$ cat src/sv/kcl_pkg.sv
// Package for the keypad code lock: field widths, key and status codes,
// the result word type and the code that the store holds after reset.
// No dependencies.
`default_nettype none

package kcl_pkg;

    localparam int KEY_W    = 4;
    localparam int STATUS_W = 3;
    localparam int CNT_W    = 4;

    localparam logic [KEY_W-1:0] KEY_HASH = 4'd11;
    localparam logic [KEY_W-1:0] KEY_NONE = 4'd0;

    localparam logic CMD_KEY = 1'b0;
    localparam logic CMD_SET = 1'b1;

    localparam logic [KEY_W-1:0] RESET_KEY_FIRST  = 4'd7;
    localparam logic [KEY_W-1:0] RESET_KEY_SECOND = 4'd8;
    localparam logic [KEY_W-1:0] RESET_KEY_THIRD  = 4'd9;
    localparam int               RESET_LENGTH     = 3;

    typedef enum logic [STATUS_W-1:0] {
        ST_SET_STARTED = 3'd0,
        ST_KEY_TAKEN   = 3'd1,
        ST_CODE_STORED = 3'd2,
        ST_CORRECT     = 3'd3,
        ST_WRONG       = 3'd4
    } status_t;

    typedef struct packed {
        status_t           status;
        logic [KEY_W-1:0]  echo_key;
    } result_t;

    function automatic logic [KEY_W-1:0] reset_key(input int idx);
        logic [KEY_W-1:0] key;
        case (idx)
            0:       key = RESET_KEY_FIRST;
            1:       key = RESET_KEY_SECOND;
            2:       key = RESET_KEY_THIRD;
            default: key = KEY_NONE;
        endcase
        return key;
    endfunction

endpackage

`default_nettype wire

$ cat src/sv/keypad_code_lock_top.sv
// Keypad code lock top level: one result word per accepted key word.
// m_valid rises the cycle after acceptance; one word is taken per cycle while
// m_ready is high, set by the single result register, refilled as it drains.
// Reset (aresetn low, synchronous) empties the result register, selects check
// mode, clears the entry and restores the stored code 7 8 9.
// Depends on kcl_pkg, kcl_code_store and kcl_ctrl.
`default_nettype none

module keypad_code_lock_top #(
    parameter int MAX_KEYS = 10
) (
    input  wire logic                               aclk,
    input  wire logic                               aresetn,
    input  wire logic                               s_valid,
    output logic                                    s_ready,
    input  wire logic                               s_command,
    input  wire logic [kcl_pkg::KEY_W-1:0]          s_key_code,
    output logic                                    m_valid,
    input  wire logic                               m_ready,
    output logic      [kcl_pkg::STATUS_W-1:0]       m_status,
    output logic      [kcl_pkg::KEY_W-1:0]          m_echo_key
);

    localparam int IDX_W = $clog2(MAX_KEYS);

    logic                      accept;
    logic [IDX_W-1:0]          rd_idx;
    logic [kcl_pkg::KEY_W-1:0] rd_data;
    logic                      wr_en;
    kcl_pkg::result_t          result;
    kcl_pkg::result_t          result_reg;
    logic                      valid_reg;

    assign s_ready = !valid_reg || m_ready;
    assign accept  = s_valid && s_ready;

    kcl_code_store #(
        .DEPTH (MAX_KEYS)
    ) u_store (
        .aclk    (aclk),
        .aresetn (aresetn),
        .wr_en   (wr_en),
        .wr_idx  (rd_idx),
        .wr_data (s_key_code),
        .rd_idx  (rd_idx),
        .rd_data (rd_data)
    );

    kcl_ctrl #(
        .MAX_KEYS (MAX_KEYS)
    ) u_ctrl (
        .aclk     (aclk),
        .aresetn  (aresetn),
        .accept   (accept),
        .command  (s_command),
        .key_code (s_key_code),
        .rd_data  (rd_data),
        .rd_idx   (rd_idx),
        .wr_en    (wr_en),
        .result   (result)
    );

    always_ff @(posedge aclk) begin
        if (!aresetn) begin
            valid_reg <= 1'b0;
        end else if (accept) begin
            valid_reg <= 1'b1;
        end else if (m_ready) begin
            valid_reg <= 1'b0;
        end
    end

    always_ff @(posedge aclk) begin
        if (accept) begin
            result_reg <= result;
        end
    end

    assign m_valid    = valid_reg;
    assign m_status   = result_reg.status;
    assign m_echo_key = result_reg.echo_key;

`ifndef ASSERT_OFF
    a_accept_gives_word: assert property (@(posedge aclk) disable iff (!aresetn)
        accept |=> m_valid)
        else $error("accepted key word produced no result word");

    a_set_echo_zero: assert property (@(posedge aclk) disable iff (!aresetn)
        m_valid && (m_status == kcl_pkg::ST_SET_STARTED) |-> m_echo_key == kcl_pkg::KEY_NONE)
        else $error("set command result carries a nonzero echo");

    a_hash_echo: assert property (@(posedge aclk) disable iff (!aresetn)
        m_valid && ((m_status == kcl_pkg::ST_CODE_STORED) || (m_status == kcl_pkg::ST_CORRECT)
                    || (m_status == kcl_pkg::ST_WRONG))
        |-> m_echo_key == kcl_pkg::KEY_HASH)
        else $error("terminator result does not echo the hash key");
`endif

endmodule

`default_nettype wire

$ cat src/sv/kcl_code_store.sv
// Register file that holds the stored code, one key per entry, with one
// write port and one read port. Uses kcl_pkg for the key width and reset code.
`default_nettype none

module kcl_code_store #(
    parameter int DEPTH = 10
) (
    input  wire logic                           aclk,
    input  wire logic                           aresetn,
    input  wire logic                           wr_en,
    input  wire logic [$clog2(DEPTH)-1:0]       wr_idx,
    input  wire logic [kcl_pkg::KEY_W-1:0]      wr_data,
    input  wire logic [$clog2(DEPTH)-1:0]       rd_idx,
    output logic      [kcl_pkg::KEY_W-1:0]      rd_data
);

    logic [kcl_pkg::KEY_W-1:0] code_reg [DEPTH];

    always_ff @(posedge aclk) begin
        if (!aresetn) begin
            for (int i = 0; i < DEPTH; i++) begin
                code_reg[i] <= kcl_pkg::reset_key(i);
            end
        end else if (wr_en && (32'(wr_idx) < DEPTH)) begin
            code_reg[wr_idx] <= wr_data;
        end
    end

    always_comb begin
        if (32'(rd_idx) < DEPTH) begin
            rd_data = code_reg[rd_idx];
        end else begin
            rd_data = kcl_pkg::KEY_NONE;
        end
    end

endmodule

`default_nettype wire

$ cat src/sv/kcl_ctrl.sv
// Entry control for the keypad code lock: mode, entry count, flags and the
// stored length, plus the result of the current word. Uses kcl_pkg.
`default_nettype none

module kcl_ctrl #(
    parameter int MAX_KEYS = 10
) (
    input  wire logic                           aclk,
    input  wire logic                           aresetn,
    input  wire logic                           accept,
    input  wire logic                           command,
    input  wire logic [kcl_pkg::KEY_W-1:0]      key_code,
    input  wire logic [kcl_pkg::KEY_W-1:0]      rd_data,
    output logic      [$clog2(MAX_KEYS)-1:0]    rd_idx,
    output logic                                wr_en,
    output kcl_pkg::result_t                    result
);

    localparam int IDX_W = $clog2(MAX_KEYS);
    localparam logic [kcl_pkg::CNT_W-1:0] MAX_CNT = kcl_pkg::CNT_W'(MAX_KEYS);
    localparam logic [kcl_pkg::CNT_W-1:0] RESET_LEN =
        kcl_pkg::CNT_W'((MAX_KEYS >= kcl_pkg::RESET_LENGTH) ? kcl_pkg::RESET_LENGTH
                                                          : MAX_KEYS);

    logic [kcl_pkg::CNT_W-1:0] count_reg, count_next;
    logic [kcl_pkg::CNT_W-1:0] length_reg, length_next;
    logic                      mismatch_reg, mismatch_next;
    logic                      overflow_reg, overflow_next;
    logic                      setting_reg, setting_next;

    assign rd_idx = count_reg[IDX_W-1:0];

    always_comb begin
        count_next    = count_reg;
        length_next   = length_reg;
        mismatch_next = mismatch_reg;
        overflow_next = overflow_reg;
        setting_next  = setting_reg;
        wr_en         = 1'b0;
        result.status   = kcl_pkg::ST_KEY_TAKEN;
        result.echo_key = key_code;

        if (command == kcl_pkg::CMD_SET) begin
            count_next      = '0;
            mismatch_next   = 1'b0;
            overflow_next   = 1'b0;
            setting_next    = 1'b1;
            result.status   = kcl_pkg::ST_SET_STARTED;
            result.echo_key = kcl_pkg::KEY_NONE;
        end else if (key_code == kcl_pkg::KEY_HASH) begin
            if (setting_reg) begin
                length_next   = count_reg;
                result.status = kcl_pkg::ST_CODE_STORED;
            end else if (!mismatch_reg && !overflow_reg && (count_reg == length_reg)) begin
                result.status = kcl_pkg::ST_CORRECT;
            end else begin
                result.status = kcl_pkg::ST_WRONG;
            end
            count_next      = '0;
            mismatch_next   = 1'b0;
            overflow_next   = 1'b0;
            setting_next    = 1'b0;
            result.echo_key = kcl_pkg::KEY_HASH;
        end else if (count_reg < MAX_CNT) begin
            if (setting_reg) begin
                wr_en = accept;
            end else if ((count_reg >= length_reg) || (rd_data != key_code)) begin
                mismatch_next = 1'b1;
            end
            count_next = count_reg + 1'b1;
        end else begin
            overflow_next = 1'b1;
        end
    end

    always_ff @(posedge aclk) begin
        if (!aresetn) begin
            count_reg    <= '0;
            length_reg   <= RESET_LEN;
            mismatch_reg <= 1'b0;
            overflow_reg <= 1'b0;
            setting_reg  <= 1'b0;
        end else if (accept) begin
            count_reg    <= count_next;
            length_reg   <= length_next;
            mismatch_reg <= mismatch_next;
            overflow_reg <= overflow_next;
            setting_reg  <= setting_next;
        end
    end

endmodule

`default_nettype wire
$ cat config.mk
export PLATFORM = sky130hd
export DESIGN_NAME = keypad_code_lock_top
export DESIGN_NICKNAME = d
export VERILOG_FILES = /design/src/sv/kcl_pkg.sv /design/src/sv/keypad_code_lock_top.sv /design/src/sv/kcl_code_store.sv /design/src/sv/kcl_ctrl.sv
export SDC_FILE = /design/constraint.sdc
export NUM_CORES = 1
export LEC_CHECK = 0
export BUFFER_PORTS_ARGS = -buffer_cell sky130_fd_sc_hd__clkbuf_2
export CAP_MARGIN = 0
export CORE_MARGIN = 3
export CORE_UTILIZATION = 55
export DETAILED_ROUTE_END_ITERATION = 16
export PLACE_DENSITY = 0.83
export SLEW_MARGIN = 10
export SYNTH_ARGS = -nofsm -noshare
export SYNTH_HDL_FRONTEND = slang
export SYNTH_SLANG_ARGS = --single-unit
$ cat constraint.sdc
create_clock -name aclk -period 3.6 [get_ports aclk]
set_input_delay 0.18 -clock aclk [delete_from_list [all_inputs] [get_ports aclk]]
set_output_delay 0.18 -clock aclk [all_outputs]
set_load 0.02 [all_outputs]
==> results of run 1 <==
[stage by stage]
stage / setup WS [ns] / instance area, um2
2_1_floorplan: 1.40 / 4090
3_3_place_gp: 1.12 / 4210
3_5_place_dp: 0.968 / 4210
4_1_cts: 0.966 / 4440
5_1_grt: 0.825 / 4440
6_report: 0.992 / 4440
[worst paths after layout]
| check | startpoint | to | slack [ns] | cells after the start |
|---|---|---|---|---|
| setup reg to reg | flop | u_ctrl.mismatch_reg | 0.99 | 6 |
| setup / recovery | flop | u_ctrl.mismatch_reg | 0.99 | 6 |
| hold / removal | s_valid | m_valid | 0.06 | 3 |
| hold reg to reg | u_ctrl.overflow_reg | u_ctrl.overflow_reg | 0.48 | 2 |
[cell usage after synthesis (2+ instances only)]
cell,count,area (um2)
nand3b_1,3,22.5
and2_1,16,100
nand2b_1,7,43.8
and3_1,4,25.0
mux2i_1,19,190
or2_1,6,37.5
a21boi_0,2,15.0
dfxtp_1,16,320
a2111oi_0,2,17.5
o21ai_0,10,50.1
clkbuf_1,7,26.3
o22ai_1,2,12.5
inv_1,7,26.3
nand3_1,6,30.0
nand2_1,30,113
nor2_1,33,124
a31oi_1,2,12.5
and2b_1,3,22.5
edfxtp_1,71,2130
mux4_2,4,90.1
buf_2,5,25.0
a211oi_1,5,37.5
nor3_1,5,25.0
nor2b_1,13,81.3
a22oi_1,3,22.5
ha_1,5,62.6
a21oi_1,8,40.0
buf_4,4,30.0
mux2_2,4,45.0
[placed cells by master, fill, tap and decap left out, types with 7 or more instances in the layout]
cell type,count
nor2_1,33
clkbuf_8,9
nand2b_1,7
nand2_1,30
clkbuf_2,17
o21ai_0,10
conb_1,24
edfxtp_1,71
and2_1,16
nor2b_1,13
mux2i_1,19
inv_1,7
a21oi_1,8
dfxtp_1,16
[where the power goes]
group,total [mW],switching [mW],internal (mW)
combinational,0.113,0.0731,0.0402
sequential,1.14,0.0191,1.12
clock,0.764,0.363,0.401
total,2.01,0.455,1.56
[per-layer routing]
metal | wire (um) | global-route usage (%) | up-vias
met5 | 0 | 0 | -
met4 | 174 | 8.29 | 0
met3 | 474 | 4.72 | 18
met2 | 3840 | 32.4 | 94
met1 | 3450 | 27.7 | 1257
li1 | - | - | 1239
[cell type report]
class | count | area [um2] | area share (%)
clock buffers | 9 | 124 | 2.79
clock inverters | 7 | 101 | 2.28
inverters | 7 | 26.3 | 0.592
multi-input cells | 239 | 1520 | 34.3
flip-flops and latches | 87 | 2450 | 55.2
well taps | 96 | 120 | 2.71
repair buffers | 18 | 92.6 | 2.09
[worst min-delay path, cell delays in order]
cell,delay [ns]
clkbuf_2,0.09
inv_1,0.04
a21boi_0,0.06
[kinds of logic after synthesis]
kind of cell | count (synthesis)
AND/OR/NAND/NOR | 136
XOR/XNOR | 1
AO/OA/AOI/OAI | 46
buffers and inverters | 24
multiplexers | 27
adder cells (fa/ha/maj) | 5
other | 1
flip-flops | 87
==> results.tsv, run 1 <==
stage	metric	value	unit
status	status	completed	
setup_path	critPathBufInv	0	
clock_tree	cts_buffers	9	
clock_tree	clk_latency	0.36	ns
place	place_inst	447	
synthesis	synth_edf_count	71	
pwr	p_leak	1.59	nW
sta	fin_crit	2.61	ns
sta	max_slew_margin	34.0	%
global_routing	grt_antenna_before_repair	0	
sta	setup_tns	0	ns
sta	hold_violations	0	
pwr	peakVddDrop	0.255	mV
clock_tree	ctsHoldBuffers	0	
global_routing	grt.total_usage	20.6	%
floorplan	start_util	57.7	%
finish	largest_reg_flops	64	
sta	holdWs	0.0575	ns
place	dp.final_hpwl	5750	um
global_routing	grt_pass1_vias	2563	
global_routing	grt_overflow_total	0	
job	maxCapViolCount	0	
synthesis	ys.flop_type	edfxtp_1	
sta	min_period_over_period	72.4	%
setup_path	cpLargestDelayFamily	simple AND/OR/NAND/NOR gates	
finish	fill_cells	508	
setup_path	crit_slowest_cell	dfxtp_1	
synthesis	synth-simple-area-share	18.1	%
floorplan	die_x	91.4	um
finish	nets	376	
route	wire_per_inst	17.1	um
clock_tree	tritoncts	built	
route	wl	7940	um
global_routing	grt_pass1_wl	13000	um
route	ant_nets	0	
synthesis	async_reset_ff_share	0	%
setup_path	cp.arrival	2.86	ns
setup_path	max_stage_delay	0.95	ns
route	num_vias	2608	
synthesis	synth.avg_cell_area	12.3	um2
setup_path	crit_fanout	21	
finish	finish.utilization	63.9	%
setup_path	worstSetupEndpointType	flop	
place	routabilityCongestion	0.938	
clock_tree	root_buffer	clkbuf_8	
clock_tree	cts_buffer_depth	2	
setup_path	worstPathRequired	3.85	ns
finish	antenna_cells	0	
synthesis	syn_area	4010	um2
synthesis	ys_types	54	
sta	finalMaxSlewViolations	0	
clock_tree	htree_levels	3	
synthesis	ys_warn_count	0	
clock_tree	cts.clk_slew.worst_paths	0.10	ns
synthesis	synth_top_family_by_area	simple AND/OR/NAND/NOR gates	
floorplan	fp.coreArea	6940	um2
setup_path	cp_cell_sequence	nor2b_1 > a22o_1 > or4_4 > and3_1 > nor4_2 > a31oi_1	
floorplan	die_h	91.4	um
synthesis	yosysSeqAreaShare	61.2	%
global_routing	grt_max_degree	23	
route	firstDrtPassIters	6	
floorplan	ios	18	
finish	fin_cells	463	
clock_tree	cts.sinks	87	
route	drtIter0Drc	285	
sta	max_slew.worst_pin.slew	0.977	ns
pwr	power	2.01	mW
pwr	power_per_cell_area	454	nW/um2
finish	syn_to_final_growth	10.8	%
route	avgViaCountPerCell	5.63	
floorplan	die-area	8350	um2
finish	layout-drive-gt1-share	12.5	%
sta	setup_violations	0	
synthesis	ys_ff_latch	87	
synthesis	synthAdderAreaFrac	1.56	%
route	drc	0	
synthesis	synth_compound_area_share	7.71	%
setup_path	start_kind	flop	
sta	rsz0062_at_grt	no	
floorplan	core.rowCount	30	
synthesis	synth_cells	327	
sta	max_freq	383	MHz
sta	finClkSkew	0.0134	ns
clock_tree	post_cts_buffers	0	
synthesis	synth_xor_area_share	0.219	%
place	io_buffers	17	
setup_path	worstSetupPathType	flop to flop	
synthesis	synthMuxAreaShare	8.12	%
clock_tree	cts-resized-gates	0	
worst_hold_path	hold_path.class	primary input to flop	
No activity file was read; power rests on OpenSTA's default activity.
==> inputs of run 2 (changes only) <==
==> constraint.sdc (replaced) <==
create_clock -name aclk -period 2.5 [get_ports aclk]
set_input_delay 0.125 -clock aclk [delete_from_list [all_inputs] [get_ports aclk]]
set_output_delay 0.125 -clock aclk [all_outputs]
set_load 0.02 [all_outputs]
==> results.tsv, run 2 (synthesized netlist as in run 1, its figures left out) <==
stage	metric	value	unit	change
clock_tree	cts.clk_slew.worst_paths	0.09	ns	was 0.10 ns
finish	largest_reg_flops	64		unchanged
global_routing	grt_antenna_before_repair	0		unchanged
finish	syn_to_final_growth	13.3	%	was 10.8%
sta	setup_violations	0		unchanged
pwr	switchingPower	0.665	mW	was 0.455 mW
route	avgViaCountPerCell	5.71		was 5.63
sta	min_period_over_period	89.0	%	was 72.4%
route	ant_nets	0		unchanged
pwr	peakVddDrop	0.399	mV	was 0.255 mV
place	routabilityCongestion	0.931		was 0.938
route	wire_per_inst	17.5	um	was 17.1 um
setup_path	worstPathRequired	2.57	ns	was 3.85 ns
sta	fin_crit	2.22	ns	was 2.61 ns
finish	antenna_cells	0		unchanged
sta	max_slew.worst_pin.slew	0.636	ns	was 0.977 ns
place	placed_cell_area	4330	um2	was 4210 um2
route	num_vias	2733		was 2608
sta	setup_tns	0	ns	unchanged
route	firstDrtPassIters	5		was 6
setup_path	crit_fanout	13		was 21
place	dp.final_hpwl	6120	um	was 5750 um
finish	fin_area	4540	um2	was 4440 um2
sta	finalMaxSlewViolations	0		unchanged
pwr	p_seq_share	58.1	%	was 56.5%
pwr	power_switching_share	23.6	%	was 22.6%
setup_path	worstSetupEndpointType	flop		unchanged
floorplan	start_util	57.7	%	unchanged
sta	finClkSkew	0.0162	ns	was 0.0134 ns
global_routing	grt_max_degree	22		was 23
finish	mostFrequentLayoutCell	edfxtp_1		unchanged
route	drc	0		unchanged
clock_tree	cts-resized-gates	0		unchanged
clock_tree	ctsHoldBuffers	1		was 0
clock_tree	clk_latency	0.37	ns	was 0.36 ns
pwr	intPower	2.15	mW	was 1.56 mW
sta	max_slew_margin	57.6	%	was 34.0%
floorplan	die_x	91.4	um	unchanged
setup_path	start_kind	flop		unchanged
sta	max_freq	450	MHz	was 383 MHz
floorplan	core.rowCount	30		unchanged
route	drtIter0Drc	379		was 285
global_routing	grt_pass1_vias	2676		was 2563
setup_path	reg2reg_depth	5		was 6
worst_hold_path	hold_path.class	primary input to flop		unchanged
pwr	clkPwrFrac	35.5	%	was 37.9%
clock_tree	tritoncts	built		unchanged
clock_tree	cts.sinks	87		unchanged
floorplan	ios	18		unchanged
clock_tree	cts_buffers	9		unchanged
clock_tree	root_buffer	clkbuf_8		unchanged
pwr	power_frac_comb	6.4	%	was 5.6%
global_routing	grt_overflow_total	0		unchanged
job	maxCapViolCount	0		unchanged
status	status	completed		unchanged
clock_tree	htree_levels	3		unchanged
finish	nets	392		was 376
pwr	p_leak	1.65	nW	was 1.59 nW
finish	final_cell_mix	edfxtp_1 (71), nor2_1 (33), nand2_1 (30)		unchanged
setup_path	cp.arrival	2.29	ns	was 2.86 ns
worst_hold_path	whs_path_depth	3		unchanged
floorplan	die-area	8350	um2	unchanged
setup_path	worstSetupPathType	flop to flop		unchanged
sta	hold_violations	0		unchanged
floorplan	die_h	91.4	um	unchanged
route	wl	8370	um	was 7940 um
sta	rsz0062_at_grt	no		unchanged
pwr	power_per_cell_area	620	nW/um2	was 454 nW/um2
global_routing	grt.total_usage	21.8	%	was 20.6%
clock_tree	post_cts_buffers	0		unchanged
place	io_buffers	17		unchanged
clock_tree	cts_buffer_depth	2		unchanged
floorplan	fp.coreArea	6940	um2	unchanged
global_routing	grt_pass1_wl	13700	um	was 13000 um
finish	layout-drive-gt1-share	16.2	%	was 12.5%
## run 2: cell types whose count changed in the layout (fill, tap and decap cells not counted)
cell,before,now
inv_6,3,1
clkinvlp_4,0,1
buf_4,1,16
clkinv_1,1,0
clkinv_2,0,1
bufinv_16,2,1
dlygate4sd3_1,0,1
clkinv_4,0,2
## run 2: area by class of cell
cell class	instances	area, um2
clock buffers	9	124
flip-flops and latches	87	2450
inverters	7	26.3
multi-input cells	239	1520
clock inverters	7	80.1
repair buffers	34	215
fillers	521	2400
well taps	96	120
## run 2: worst paths after layout
| path | startpoint | end | slack, ns |
|---|---|---|---|
| worst max-delay path | u_ctrl.rd_idx[1] | u_store.code_reg[3][3] | 0.28 |
| worst min register to register | u_ctrl.overflow_reg | u_ctrl.overflow_reg | 0.49 |
| worst max register to register | u_ctrl.rd_idx[1] | u_store.code_reg[3][3] | 0.28 |
| worst min-delay path | m_ready | m_valid | 0.09 |
## run 2: per-stage QoR
| step | hold WS (ns) | utilization (%) | total power [mW] | worst slack (ns) | cells |
|---|---|---|---|---|---|
| after global placement | 0.370 | 62.3 | 1.84 | 0.394 | 462 |
| after detailed placement | 0.378 | 62.3 | 1.84 | 0.280 | 462 |
| final | 0.0864 | 65.4 | 2.81 | 0.276 | 479 |
| after CTS | 0.0811 | 65.4 | 2.82 | 0.314 | 479 |
| after floorplan | 0.264 | - | 1.78 | 0.304 | 350 |
| after global routing | 0.117 | 65.4 | 2.91 | 0.0449 | 479 |
## run 2: layer usage
metal / global-route usage [%] / vias up / share of wire (%)
li1: - / 1272 / -
met1: 29.9 / 1288 / 39
met2: 34.1 / 152 / 49
met3: 3.07 / 21 / 8.9
met4: 10.8 / 0 / 3.1
met5: 0 / - / 0
## run 2: worst max-delay path: stages, from the launching register on
cell and delay (ns):
dfxtp_1 0.46, o21a_1 0.39, nor4_4 0.44, and2_4 0.25, and3_1 0.19, nand2b_1 0.21
## run 2: power groups by stage
stage | Combinational (mW) | Clock, mW | Sequential (mW)
after floorplan | 0.118 | 0 | 1.66
after global placement | 0.169 | 0 | 1.67
after detailed placement | 0.175 | 0 | 1.67
after CTS | 0.177 | 1.01 | 1.63
after global routing | 0.198 | 1.07 | 1.64
final | 0.180 | 1.00 | 1.63
